===== src/ecm_ram.sv =====
// ============================================================================
// ecm_ram - generic simple dual port RAM
// One write port and one read port, read data registered.
// ============================================================================
module ecm_ram #(
    parameter int WIDTH = 8,
    parameter int DEPTH = 256
) (
    input  logic                     clk,
    input  logic                     we,
    input  logic [$clog2(DEPTH)-1:0] waddr,
    input  logic [WIDTH-1:0]         wdata,
    input  logic                     re,
    input  logic [$clog2(DEPTH)-1:0] raddr,
    output logic [WIDTH-1:0]         rdata
);

    logic [WIDTH-1:0] mem [DEPTH];

    // Write port
    always_ff @(posedge clk)
    begin
        if (we)
        begin
            mem[waddr] <= wdata;
        end
    end

    // Registered read port, hold data when idle
    always_ff @(posedge clk)
    begin
        if (re)
        begin
            rdata <= mem[raddr];
        end
    end

endmodule


===== config.mk =====
export PLATFORM = sky130hd
export DESIGN_NAME = ecm_ram
export DESIGN_NICKNAME = d
export VERILOG_FILES = /design/src/ecm_ram.sv
export SDC_FILE = /design/constraint.sdc
export NUM_CORES = 2
export LEC_CHECK = 0
export ABC_AREA = 1
export BUFFER_PORTS_ARGS = -buffer_cell sky130_fd_sc_hd__buf_2
export CAP_MARGIN = 20
export CELL_PAD_IN_SITES_DETAIL_PLACEMENT = 1
export CELL_PAD_IN_SITES_GLOBAL_PLACEMENT = 1
export CORE_MARGIN = 5
export CORE_UTILIZATION = 26
export CTS_CLUSTER_DIAMETER = 100
export DETAILED_ROUTE_END_ITERATION = 10
export GPL_ROUTABILITY_DRIVEN = 0
export PLACE_DENSITY_LB_ADDON = 0.1
export SLEW_MARGIN = 20
export SYNTH_ARGS = -nofsm -noshare
export SYNTH_HDL_FRONTEND = slang
export SYNTH_SLANG_ARGS = --single-unit

===== constraint.sdc =====
create_clock -name clk -period 3.15 [get_ports clk]
set_clock_uncertainty 0.15 [all_clocks]
set_input_delay 0.4725 -clock clk [delete_from_list [all_inputs] [get_ports clk]]
set_output_delay 0.4725 -clock clk [all_outputs]
set_load 0.01 [all_outputs]

==> reports/results.ini <==
[global_routing]
grt_pass1_vias=58300
grt.total_usage_pct=18.1
grt.overflow.total=0
grt_max_degree=92
antenna_found_initial=15
grt_pass1_wl_um=441000

[critical_path]
start_kind=input port
critPathCaptureType=register
worstReg2RegEnd=rdata[7]
cp.arrival_ns=3.16
crit_top_cell=nand3_1
ff2ff_path_depth=11
slowest_stage=buf_12
worst_path_largest_cell_delay_ns=0.25
r2r_setup_slack_ns=0.76
worstPathRequired_ns=3.76
crit_fanout=34
crit_chain=buf_8 > buf_12 > buf_12 > buf_12 > buf_12 > nand2_1 > nand3_1 > nand3_1 > nand3_1 > nand3_1 > nand3_1 > nand3_1 > nand2_1 > nand2_1 > nand2_1
path_class=input port to register
r2r-start=mem[135][7]

[clock_network]
cts_root_buffer=clkbuf_16
clk_pin_slew_ns=0.05
clk_latency_ns=0.90
post-cts-setup-buffers=0
numCtsBuffers=242
htree_num_levels=4
clk_path_buf_depth=4
cts.sinks=2056
cts_tree=done
cts_resized=0

[floorplan]
row_count=208
dieWidth_um=577
top_level_ports=35
core_area_mm2=0.320
die-area_mm2=0.332
fp.dieH_um=577
start_util_pct=26.1

[finish]
most-common-layout-cells=nand2_1, edfxtp_1, nand3_1, buf_4, nor2_1
drive_gt1_share_pct=13.0
layout.nets=7455
nFillCells=34700
multiInputGateArea_mm2=0.0192
area_growth_pct=20.4
utilization_pct=31.4
register_area_mm2=0.0617
layout_commonest_cell=nand2_1

[sta]
grt_setup_unrepaired=false
setup_violations=0
slew_violations=0
min_period_ns=2.55
worst_pin_slew_ns=0.954
finalHoldViolCount=0
max_freq_ghz=0.392
slew_headroom_pct=36.3
period_share_pct=81.0

[route]
vias=56100
wl_met1_um=145000
post_drt_via_cell_ratio=4.70
top_layer=met4
wl_per_cell_um=25.8
drtIter0Drc=3730
dr_wl_met3_um=9980
drcViolationCount=0
wl_met2_um=147000
firstDrtPassIters=5
drt-total-wl_um=308000
ant_nets=0

[power]
powerDensity_mw_per_mm2=609
ir_drop_v=0.000487
p_total_w=0.0612
cellLeakagePower_nw=35.1

[flow_run]
maxCapViolCount=0

[placement]
io_buffers=34
dp_hpwl_um=195000

[synthesis]
syn_inst=7003
avgSynthCellArea_um2=11.9
syn_area_mm2=0.0835
synth_seq_cells=2056
synth_nets=7030
synthDistinctLibCells=13
yosys_warnings=0
seq_area_frac_synth_pct=74.0

[hold_path]
whs_path_depth=6
worst_hold_path.endpoint=rdata[0]
hp-class=input port to register
min_from=raddr[6]

[status]
status=complete, no violations

final cells by class:
class,count,area share [%]
repair buffers,664,6.53
flip-flops and latches,2056,61.4
multi-input cells,4425,19.1
inverters,39,0.182
well taps,4305,5.36
clock inverters,143,1.04
clock buffers,306,6.35
diodes,3,0.00747
per-layer routing:
metal / vias to the layer above / track usage [%]
met4: 0 / 3.70
met2: 883 / 30.1
met1: 29100 / 25.5
met5: - / 0
met3: 317 / 2.10
li1: 25800 / -
worst max-delay path, delay by kind of cell:
kind                   cells  cell delay, ns
and+or+nand+nor           10            1.43
buffers and inverters      5            1.13
worst max-delay path by stage:
stage,depth (start not counted),from,slack (ns),to
6_report,15,raddr[0],0.60,rdata[0]
5_1_grt,14,raddr[0],0.63,rdata[2]
4_1_cts,1,rdata[2],0.56,rdata[2]
3_5_place_dp,14,raddr[0],-0.28,rdata[2]
3_3_place_gp,14,raddr[0],-0.34,rdata[2]
2_1_floorplan,4,we,1.04,mem[162][0]
timing repair:
action / 4_1_cts / 5_1_grt
endpoints found under the hold margin: 294 / 0
setup endpoints to repair: 0 / 0
hold buffers: 10 / 0
registers in the layout, indices dropped and copies added, names as in the netlist:
signal	flops
mem	2048
rdata	8
power by group:
group / switching (W) / internal (W) / total [W]
Clock: 0.0115 / 0.0153 / 0.0268
Sequential: 0.0000392 / 0.0302 / 0.0302
Combinational: 0.00305 / 0.00114 / 0.00419
through the flow:
| step | cell area [µm²] | std cells | setup TNS, ns | hold WS (ns) | setup slack (ns) |
|---|---|---|---|---|---|
| after floorplan | 83500 | 7003 | 0 | 0.421 | 1.04 |
| after global placement | 92900 | 11500 | -1.27 | 0.744 | -0.338 |
| after detailed placement | 92900 | 11500 | -1.05 | 0.749 | -0.285 |
| after CTS | 100000 | 11900 | 0 | 0.208 | 0.565 |
| after global routing | 100000 | 11900 | 0 | 0.237 | 0.629 |
| final | 100000 | 11900 | 0 | 0.277 | 0.598 |
logic make-up after synthesis:
kind of cell | count (synthesis) | share of synthesized area, %
buffers and inverters | 522 | 3.12
flip-flops | 2056 | 74.0
AND/OR/NAND/NOR | 4425 | 22.9
synth_stat cells (all sizes together):
master / count / area [µm²]
edfxtp: 2056 / 61700
buf: 371 / 2030
inv: 39 / 149
nand3: 2019 / 10100
nor2: 283 / 1060
nand2: 2123 / 7970
clkbuf: 112 / 420
(Power assumes the default switching activity.)
