===== src/ecm_pkg.sv =====
// ============================================================================
// ecm_pkg - shared constants and types for the edge coverage counter map
// Slot layout, hash constants, item kind codes and the hash unit handshake.
// ============================================================================
package ecm_pkg;

    // Slot layout: edge counters first, request counters just above them.
    // Both region sizes are powers of two so that the slot pick is a mask.
    localparam int EDGE_SLOTS  = 131072;
    localparam int REQ_SLOTS   = 256;
    localparam int TOTAL_SLOTS = EDGE_SLOTS + REQ_SLOTS;
    localparam int EDGE_AW     = $clog2(EDGE_SLOTS);
    localparam int REQ_AW      = $clog2(REQ_SLOTS);
    localparam int ADDR_W      = $clog2(TOTAL_SLOTS);

    // Field widths
    localparam int KIND_W = 2;
    localparam int PC_W   = 64;
    localparam int QID_W  = 16;
    localparam int DIDX_W = 16;
    localparam int SLOT_W = 18;
    localparam int CNT_W  = 8;
    localparam int HASH_W = 64;
    localparam int MUL_W  = 32;
    localparam int TAG_W  = 8;

    // Finalizer constants
    localparam logic [HASH_W-1:0] MIX_MUL1 = 64'hbf58476d1ce4e5b9;
    localparam logic [HASH_W-1:0] MIX_MUL2 = 64'h94d049bb133111eb;
    localparam int                MIX_SH0  = 30;
    localparam int                MIX_SH1  = 27;
    localparam int                MIX_SH2  = 31;

    // Direction tags for request items
    localparam logic [TAG_W-1:0] TAG_OUT = 8'h13;
    localparam logic [TAG_W-1:0] TAG_IN  = 8'h9e;

    // Item kinds
    localparam logic [KIND_W-1:0] KIND_EDGE  = 2'd0;
    localparam logic [KIND_W-1:0] KIND_REQ   = 2'd1;
    localparam logic [KIND_W-1:0] KIND_READ  = 2'd2;
    localparam logic [KIND_W-1:0] KIND_WRITE = 2'd3;

    // Hash unit request: seed is mixed first, then each later operand is
    // folded in by xor and mixed again (two passes, or three for requests).
    typedef struct packed {
        logic              start;
        logic              three_pass;
        logic [HASH_W-1:0] seed;
        logic [HASH_W-1:0] mix_b;
        logic [HASH_W-1:0] mix_c;
    } hash_req_t;

    typedef struct packed {
        logic              done;
        logic [HASH_W-1:0] value;
    } hash_rsp_t;

endpackage


===== src/ecm_hash.sv =====
// ============================================================================
// ecm_hash - iterative splitmix64 finalizer chain
// One 32x32 multiplier builds each 64-bit product from three partial
// products; a pass is two multiplies, items take two or three passes.
// ============================================================================
module ecm_hash import ecm_pkg::*; (
    input  logic      clk,
    input  logic      rst_n,
    input  hash_req_t req,
    output hash_rsp_t rsp
);

    // Phase of one 64-bit multiply
    localparam logic [1:0] PH_LL  = 2'd0;
    localparam logic [1:0] PH_HL  = 2'd1;
    localparam logic [1:0] PH_LH  = 2'd2;
    localparam logic [1:0] PH_SUM = 2'd3;

    localparam logic [1:0] PASS_FIRST = 2'd0;
    localparam logic [1:0] PASS_EDGE  = 2'd1;
    localparam logic [1:0] PASS_REQ   = 2'd2;

    logic              busy_reg, busy_next;
    logic [1:0]        phase_reg, phase_next;
    logic              round_reg, round_next;
    logic [1:0]        pass_reg, pass_next;
    logic              three_reg, three_next;
    logic              done_reg, done_next;
    logic [HASH_W-1:0] h_reg, h_next;
    logic [HASH_W-1:0] prod_reg, prod_next;
    logic [HASH_W-1:0] acc_reg, acc_next;
    logic [HASH_W-1:0] opb_reg, opb_next;
    logic [HASH_W-1:0] opc_reg, opc_next;
    logic [HASH_W-1:0] value_reg, value_next;

    logic [HASH_W-1:0]  mul_c;
    logic [MUL_W-1:0]   mul_a;
    logic [MUL_W-1:0]   mul_b;
    logic [2*MUL_W-1:0] mul_p;
    logic [HASH_W-1:0]  sum;
    logic [HASH_W-1:0]  fin1;
    logic [HASH_W-1:0]  fin2;
    logic [HASH_W-1:0]  nxt_op;
    logic               last_pass;

    // Pick the partial product for this phase
    always_comb
    begin
        mul_c = round_reg ? MIX_MUL2 : MIX_MUL1;
        unique case (phase_reg)
            PH_LL:
            begin
                mul_a = h_reg[MUL_W-1:0];
                mul_b = mul_c[MUL_W-1:0];
            end
            PH_HL:
            begin
                mul_a = h_reg[HASH_W-1:MUL_W];
                mul_b = mul_c[MUL_W-1:0];
            end
            PH_LH:
            begin
                mul_a = h_reg[MUL_W-1:0];
                mul_b = mul_c[HASH_W-1:MUL_W];
            end
            default:
            begin
                mul_a = h_reg[MUL_W-1:0];
                mul_b = mul_c[MUL_W-1:0];
            end
        endcase
        mul_p = mul_a * mul_b;
    end

    // Final add of the product and the xor-shift that follows it
    always_comb
    begin
        sum       = acc_reg + {prod_reg[MUL_W-1:0], {MUL_W{1'b0}}};
        fin1      = sum ^ (sum >> MIX_SH1);
        fin2      = sum ^ (sum >> MIX_SH2);
        nxt_op    = fin2 ^ ((pass_reg == PASS_FIRST) ? opb_reg : opc_reg);
        last_pass = (pass_reg == (three_reg ? PASS_REQ : PASS_EDGE));
    end

    // Sequence passes, rounds and phases
    always_comb
    begin
        busy_next  = busy_reg;
        phase_next = phase_reg;
        round_next = round_reg;
        pass_next  = pass_reg;
        three_next = three_reg;
        done_next  = 1'b0;
        h_next     = h_reg;
        prod_next  = mul_p;
        acc_next   = acc_reg;
        opb_next   = opb_reg;
        opc_next   = opc_reg;
        value_next = value_reg;

        if (!busy_reg)
        begin
            if (req.start)
            begin
                busy_next  = 1'b1;
                phase_next = PH_LL;
                round_next = 1'b0;
                pass_next  = PASS_FIRST;
                three_next = req.three_pass;
                h_next     = req.seed ^ (req.seed >> MIX_SH0);
                opb_next   = req.mix_b;
                opc_next   = req.mix_c;
            end
        end
        else
        begin
            unique case (phase_reg)
                PH_LL:
                begin
                    phase_next = PH_HL;
                end
                PH_HL:
                begin
                    acc_next   = prod_reg;
                    phase_next = PH_LH;
                end
                PH_LH:
                begin
                    acc_next   = sum;
                    phase_next = PH_SUM;
                end
                default:
                begin
                    phase_next = PH_LL;
                    if (!round_reg)
                    begin
                        h_next     = fin1;
                        round_next = 1'b1;
                    end
                    else if (last_pass)
                    begin
                        value_next = fin2;
                        done_next  = 1'b1;
                        busy_next  = 1'b0;
                    end
                    else
                    begin
                        h_next     = nxt_op ^ (nxt_op >> MIX_SH0);
                        round_next = 1'b0;
                        pass_next  = pass_reg + 2'd1;
                    end
                end
            endcase
        end
    end

    // Control registers
    always_ff @(posedge clk or negedge rst_n)
    begin
        if (!rst_n)
        begin
            busy_reg  <= 1'b0;
            phase_reg <= PH_LL;
            round_reg <= 1'b0;
            pass_reg  <= PASS_FIRST;
            three_reg <= 1'b0;
            done_reg  <= 1'b0;
        end
        else
        begin
            busy_reg  <= busy_next;
            phase_reg <= phase_next;
            round_reg <= round_next;
            pass_reg  <= pass_next;
            three_reg <= three_next;
            done_reg  <= done_next;
        end
    end

    // Datapath registers
    always_ff @(posedge clk)
    begin
        h_reg     <= h_next;
        prod_reg  <= prod_next;
        acc_reg   <= acc_next;
        opb_reg   <= opb_next;
        opc_reg   <= opc_next;
        value_reg <= value_next;
    end

    assign rsp.done  = done_reg;
    assign rsp.value = value_reg;

endmodule


===== config.mk =====
export PLATFORM = sky130hd
export DESIGN_NAME = ecm_hash
export DESIGN_NICKNAME = d
export VERILOG_FILES = /design/src/ecm_pkg.sv /design/src/ecm_hash.sv
export SDC_FILE = /design/constraint.sdc
export NUM_CORES = 2
export LEC_CHECK = 0
export BUFFER_PORTS_ARGS = -buffer_cell sky130_fd_sc_hd__buf_2
export CAP_MARGIN = 20
export CELL_PAD_IN_SITES_DETAIL_PLACEMENT = 2
export CELL_PAD_IN_SITES_GLOBAL_PLACEMENT = 2
export CORE_MARGIN = 1
export CORE_UTILIZATION = 46
export CTS_BUF_LIST = sky130_fd_sc_hd__clkbuf_8
export DETAILED_ROUTE_END_ITERATION = 12
export HOLD_SLACK_MARGIN = 0.08
export PLACE_DENSITY = 0.95
export SYNTH_ARGS = -nofsm -noshare
export SYNTH_HDL_FRONTEND = slang
export SYNTH_SLANG_ARGS = --single-unit

===== constraint.sdc =====
create_clock -name clk -period 16.9 [get_ports clk]
set_input_delay 0.845 -clock clk [delete_from_list [all_inputs] [get_ports clk]]
set_output_delay 0.845 -clock clk [all_outputs]
set_load 0.01 [all_outputs]

==> results by stage, run 1 <==
Logic synthesis:
- After synthesis, the cell types taking the most area are fa_1 34%, edfxtp_1 20%, ha_1 10%.
- The top cell type's share of synthesized area is 0.338.
- Summing every instance area after synthesis gives 47500 µm².
- The most used standard cell by instance count after synthesis is inv_1.
- In the synthesized netlist the dominant register cell turns out to be edfxtp_1.
- The average instance in the mapped netlist occupies 10.5 µm².
- The synthesized netlist contains 85 unique library cells.
- In this run, synthesis inferred 320 flip-flops with an integrated enable.
- The flip-flop and latch count after synthesis is 392.
- After synthesis, the most frequently instantiated cells are 1036 x inv_1, 801 x fa_1, 386 x ha_1, 379 x nor2_1, 320 x edfxtp_1.
- The cell count after synthesis is 4541.
- Of all cell types, the one taking the most synthesized area is fa_1.
- Yosys printed 0 warnings.
- The share of the Yosys chip area taken by registers is 0.234.
- The post-synthesis net count is 5924.
- The proportion of register bits with asynchronous set or reset after synthesis is 0.0204.

Place:
- The placer congestion estimate is 1.03.
- The post-place instance area is 50300 µm².
- The half-perimeter wire length of the detailed placement result is 196000 µm.
- The number of buffers added on ports is 260.

CTS:
- The clock sink total is 392.
- CTS built an H-tree with a depth of 2.
- The longest clock path from root to sink contains 3 buffers.
- The number of clock buffers added by TritonCTS is 57.
- The buffer cell driving the clock tree root is clkbuf_8.

Global route:
- The largest net degree at the start of global routing is 84.
- The global-route wire length before repair is 452000 µm.
- The number of global-route vias before repair is 52992.
- The overall routing resource usage is 0.635.
- The overflow left after global routing is 215.

Outcome:
- It got as far as 5_1_grt and failed there.
- The first error in the log reads "[ERROR GRT-0116] Global routing finished with congestion. Check the congestion regions in the DRC Viewer".
- The run stopped with a tool error.

Die:
- The die span in y is 323 µm.
- For this design the top-level I/O count stands at 261.
- The initial cell density of the core is 0.465.
- The horizontal die dimension is 323 µm.
- The floorplan has 117 rows.
through the flow:
step | instances | setup WS (ns) | utilization
2_1_floorplan | 4541 | 7.41 | -
3_5_place_dp | 6080 | 5.51 | 0.493
3_3_place_gp | 6078 | 5.74 | 0.493
4_1_cts | 6187 | 4.82 | 0.505
metal layers:
layer | track usage | overflow
met5 | 0.190 | 0
met4 | 0.601 | 99
met3 | 0.440 | 0
met2 | 0.846 | 116
met1 | 0.634 | 0
kinds of logic after synthesis:
family | count (synthesis) | synth area share
buf+inv | 1175 | 0.0941
mux | 110 | 0.0247
fa+ha+maj | 1187 | 0.440
simple gates | 817 | 0.0748
compound gates | 514 | 0.0658
flops | 392 | 0.234
xor+xnor | 346 | 0.0675
repair_timing:
item                                    CTS
resized for setup                         0
endpoints found under the setup margin    0
hold endpoints to repair                  8
buffers inserted                          0
hold buffers                              1
==> inputs of run 2 (changes only) <==
- CELL_PAD_IN_SITES_DETAIL_PLACEMENT: 2 -> not set
- CELL_PAD_IN_SITES_GLOBAL_PLACEMENT: 2 -> not set
- CORE_UTILIZATION: 46 -> 40
- CTS_BUF_LIST: sky130_fd_sc_hd__clkbuf_8 -> not set
- HOLD_SLACK_MARGIN: 0.08 -> not set
- PLACE_DENSITY: 0.95 -> not set
- PLACE_DENSITY_LB_ADDON: not set -> 0.15
==> results by stage, run 2 <==
Outcome:
- The run finished with clean final reports.

Global route:
- The number of global-route vias before repair is 34965.
- Entering global routing, the biggest net connects 71 pins.
- The number of antenna violations at the first check in global routing is 9.
- The overflow left after global routing is 0.
- Across every metal layer, demand over resource in global routing totals 0.280.
- The global-route wire length before repair is 242000 µm.

Logic synthesis:
- The number of synthesized flops with an enable pin was 320 (unchanged).
- The cell count after synthesis is 4541 (unchanged).
- The number of warnings reported in the yosys synthesis log is 0 (unchanged).
- The post-synthesis net count was 5924 (unchanged).
- By area the synthesized netlist is led by fa_1 34%, edfxtp_1 20%, ha_1 10%.
- The unique cell type count in the Yosys netlist is 85 (unchanged).
- The most used flip-flop cell after synthesis is edfxtp_1.
- The flip-flop and latch count after synthesis came to 392 (unchanged).
- The most area-hungry cell type in the Yosys netlist is fa_1.
- inv_1 is the most common cell in the netlist.
- The sequential cell area fraction in the yosys report came to 0.234 (unchanged).
- The post-synthesis instance area is 47500 µm² (unchanged).
- The proportion of register bits with asynchronous set or reset after synthesis is 0.0204 (unchanged).
- The mean instance size in the synthesized netlist is 10.5 µm² (unchanged).
- In the synthesized netlist, the cells that appear most often are 1036 x inv_1, 801 x fa_1, 386 x ha_1, 379 x nor2_1, 320 x edfxtp_1.
- The top cell type's share of synthesized area is 0.338 (unchanged).

Die:
- The die span in y is 347 µm (+7.2%).
- The horizontal die dimension was 347 µm (+7.2%).
- The initial cell density of the core is 0.403 (-0.0627).
- The core region is 118000 µm².
- The number of placed I/O pins came to 261 (unchanged).
- The row count is 126 (+7.7%).
- The die covers 120000 µm².

Finish:
- The share of layout cells above drive strength 1 is 0.103.
- The number of nets in the final layout is 6140.
- The post-route cell area is 51700 µm².
- Across the whole layout, storage elements account for 11100 µm².
- The post-synthesis to final-layout area growth is 9.01%.
- In the final layout, the multi-input gates occupy 32000 µm².
- Leaving out fill and tap cells, the most frequent cells in the layout are 1034 x inv_1, 801 x fa_1, 382 x ha_1, 376 x nor2_1, 320 x edfxtp_1.
- The count of fill cells added during filler insertion is 11587.
- The most frequent standard cell in the layout excluding fill and tap cells is inv_1.

Place:
- The number of buffers added on ports was 260 (unchanged).
- The post-place instance area was 50600 µm² (+0.52%).
- The pre-CTS setup slack was 6.21 ns (+0.703 ns).
- The half-perimeter wire length of the detailed placement result is 146000 µm (-26%).
- The placer congestion estimate is 0.981 (-5.1%).

CTS:
- The buffers inserted during post-CTS setup optimization is 0 (unchanged).
- The clock transition time at the flip-flop clock pins of the worst setup and hold paths is 0.07 ns.
- The maximum clock path buffer count is 3 (unchanged).
- The clock sink total is 392 (unchanged).
- The H-tree depth reported by CTS was 2 (unchanged).
- The number of buffers created by CTS is 36 (-37%).
- The quantity of gates resized following cts is 0 (unchanged).
- The number of buffers inserted by hold repair at cts is 0 (-1).
- The TritonCTS clock tree is built.
- The clock reaches the later pin of the worst-skew pair after 0.56 ns.
- The buffer cell driving the clock tree root is clkbuf_16.

STA:
- For the pin with the worst max-slew slack, the measured transition is 1.24 ns.
- The relative max-transition margin is 0.172.
- The worst path in the final design needs a cycle of 10.65 ns, including I/O delays and setup.
- For the final routed database, the setup TNS stands at 0 ns.
- Setup slack closes at 6.25 ns.
- Of the available clock period, the critical path in the final layout requires 0.630.
- Setup repair after global routing left no endpoint under its margin.
- The count of final hold-check violations is 0.
- The final setup violation count is 0.
- The number of slew-limit violations in the final report was 0.
- Based on the critical path, the design can be clocked at up to 93.9 MHz.
- Between clock sinks in the finished design, the worst skew comes to 0.0225 ns.

Setup path:
- In this design, the stage delay of the slowest critical-path cell is 0.90 ns.
- The worst register-to-register path ends at prod_reg[63]$_DFF_P_.
- For the worst setup path, the data required time is 17.34 ns.
- The internal reg-to-reg setup slack is 6.25 ns.
- The number of cells on the worst reg-to-reg path is 27.
- The most numerous cell on the critical path is fa_1.
- The worst setup path is captured at a flop.
- The critical register-to-register path startpoint is phase_reg[1]$_DFFE_PN0P_.
- The maximum fanout along the worst path is 32.
- The critical path class is reg2reg.
- The slowest stage of the critical path belongs to the cell a2111oi_1.
- The kind of start point of the critical path is a flop.
- Data arrives at the worst endpoint at 11.09 ns.

Drt:
- The number of design-rule violations left by the first detailed-router iteration is 2662.
- Detailed routing inserted a total of 32814 vias.
- In the final routed layout, each cell accounts on average for 26.3 µm.
- The number of vias per cell after detailed routing is 5.19.
- After detailed routing, the number of remaining DRC violations is 0.
- In this run the remaining antenna-violating nets after routing total 0.
- The number of iterations in the first detailed-routing pass is 5.
- The sum of routed wire length over all layers is 166000 µm.

Job:
- The number of max-cap violations is 0.

Worst hold path:
- The class of the tightest hold or removal check is in2async.
## run 2: cell counts after synthesis
Identical to the previous run, type by type.
## run 2: routing by layer
metal	GRT usage	vias up	routed length, µm
li1	-	14653	-
met2	0.452	1046	78000
met4	0.110	2	7650
met5	0	-	13
met1	0.387	16859	72700
met3	0.0303	254	7940
## run 2: cell families (layout without fill, tap and decap cells)
group           count (synthesis)  in the layout  share of synthesized area
compound gates                514            514                     0.0658
xor+xnor                      346            346                     0.0675
fa+ha+maj                    1187           1187                      0.440
buf+inv                      1175           1419                     0.0941
flops                         392            392                      0.234
mux                           110            110                     0.0247
other cells                     0              4                          0
simple gates                  817            817                     0.0748
## run 2: how the worst max path moves through the flow
stage,start,endpoint,slack (ns),cells past startpoint
3_3_place_gp,phase_reg[1]$_DFFE_PN0P_,prod_reg[63]$_DFF_P_,5.58,27
3_5_place_dp,phase_reg[1]$_DFFE_PN0P_,prod_reg[63]$_DFF_P_,6.21,27
5_1_grt,phase_reg[1]$_DFFE_PN0P_,prod_reg[63]$_DFF_P_,5.83,28
2_1_floorplan,phase_reg[1]$_DFFE_PN0P_,prod_reg[60]$_DFF_P_,7.41,31
4_1_cts,phase_reg[1]$_DFFE_PN0P_,prod_reg[63]$_DFF_P_,6.19,27
6_report,phase_reg[1]$_DFFE_PN0P_,prod_reg[63]$_DFF_P_,6.25,27
## run 2: area by class of cell
class / instances / share of cell area
Clock inverter: 20 / 0.00314
Inverter: 1041 / 0.0756
Clock buffer: 46 / 0.0187
Timing Repair Buffer: 312 / 0.0327
Tap cell: 1536 / 0.0371
Sequential cell: 392 / 0.214
Antenna cell: 4 / 0.000193
Multi-Input combinational cell: 2974 / 0.618
## run 2: stage by stage
step | utilization | hold slack, ns | std cells
floorplan | - | 0.460 | 4541
detailed placement | 0.429 | 0.495 | 6254
finish | 0.439 | 0.132 | 6325
global placement | 0.429 | 0.495 | 6254
CTS | 0.439 | 0.114 | 6320
global route | 0.439 | 0.116 | 6322
## run 2: worst max-delay path, delay by kind of cell, from the launching register on
| family | cells | cell delay [ns] |
|---|---|---|
| and+or+nand+nor | 6 | 1.36 |
| AOI/OAI and AO/OA | 5 | 1.93 |
| DFF | 1 | 0.47 |
| buffers and inverters | 4 | 1.40 |
| adders and majority gates | 10 | 4.30 |
| muxes | 2 | 1.04 |
Power of run 2 is not shown: default switching activity piles up to over one toggle a cycle in this logic, so the estimate is an artifact.
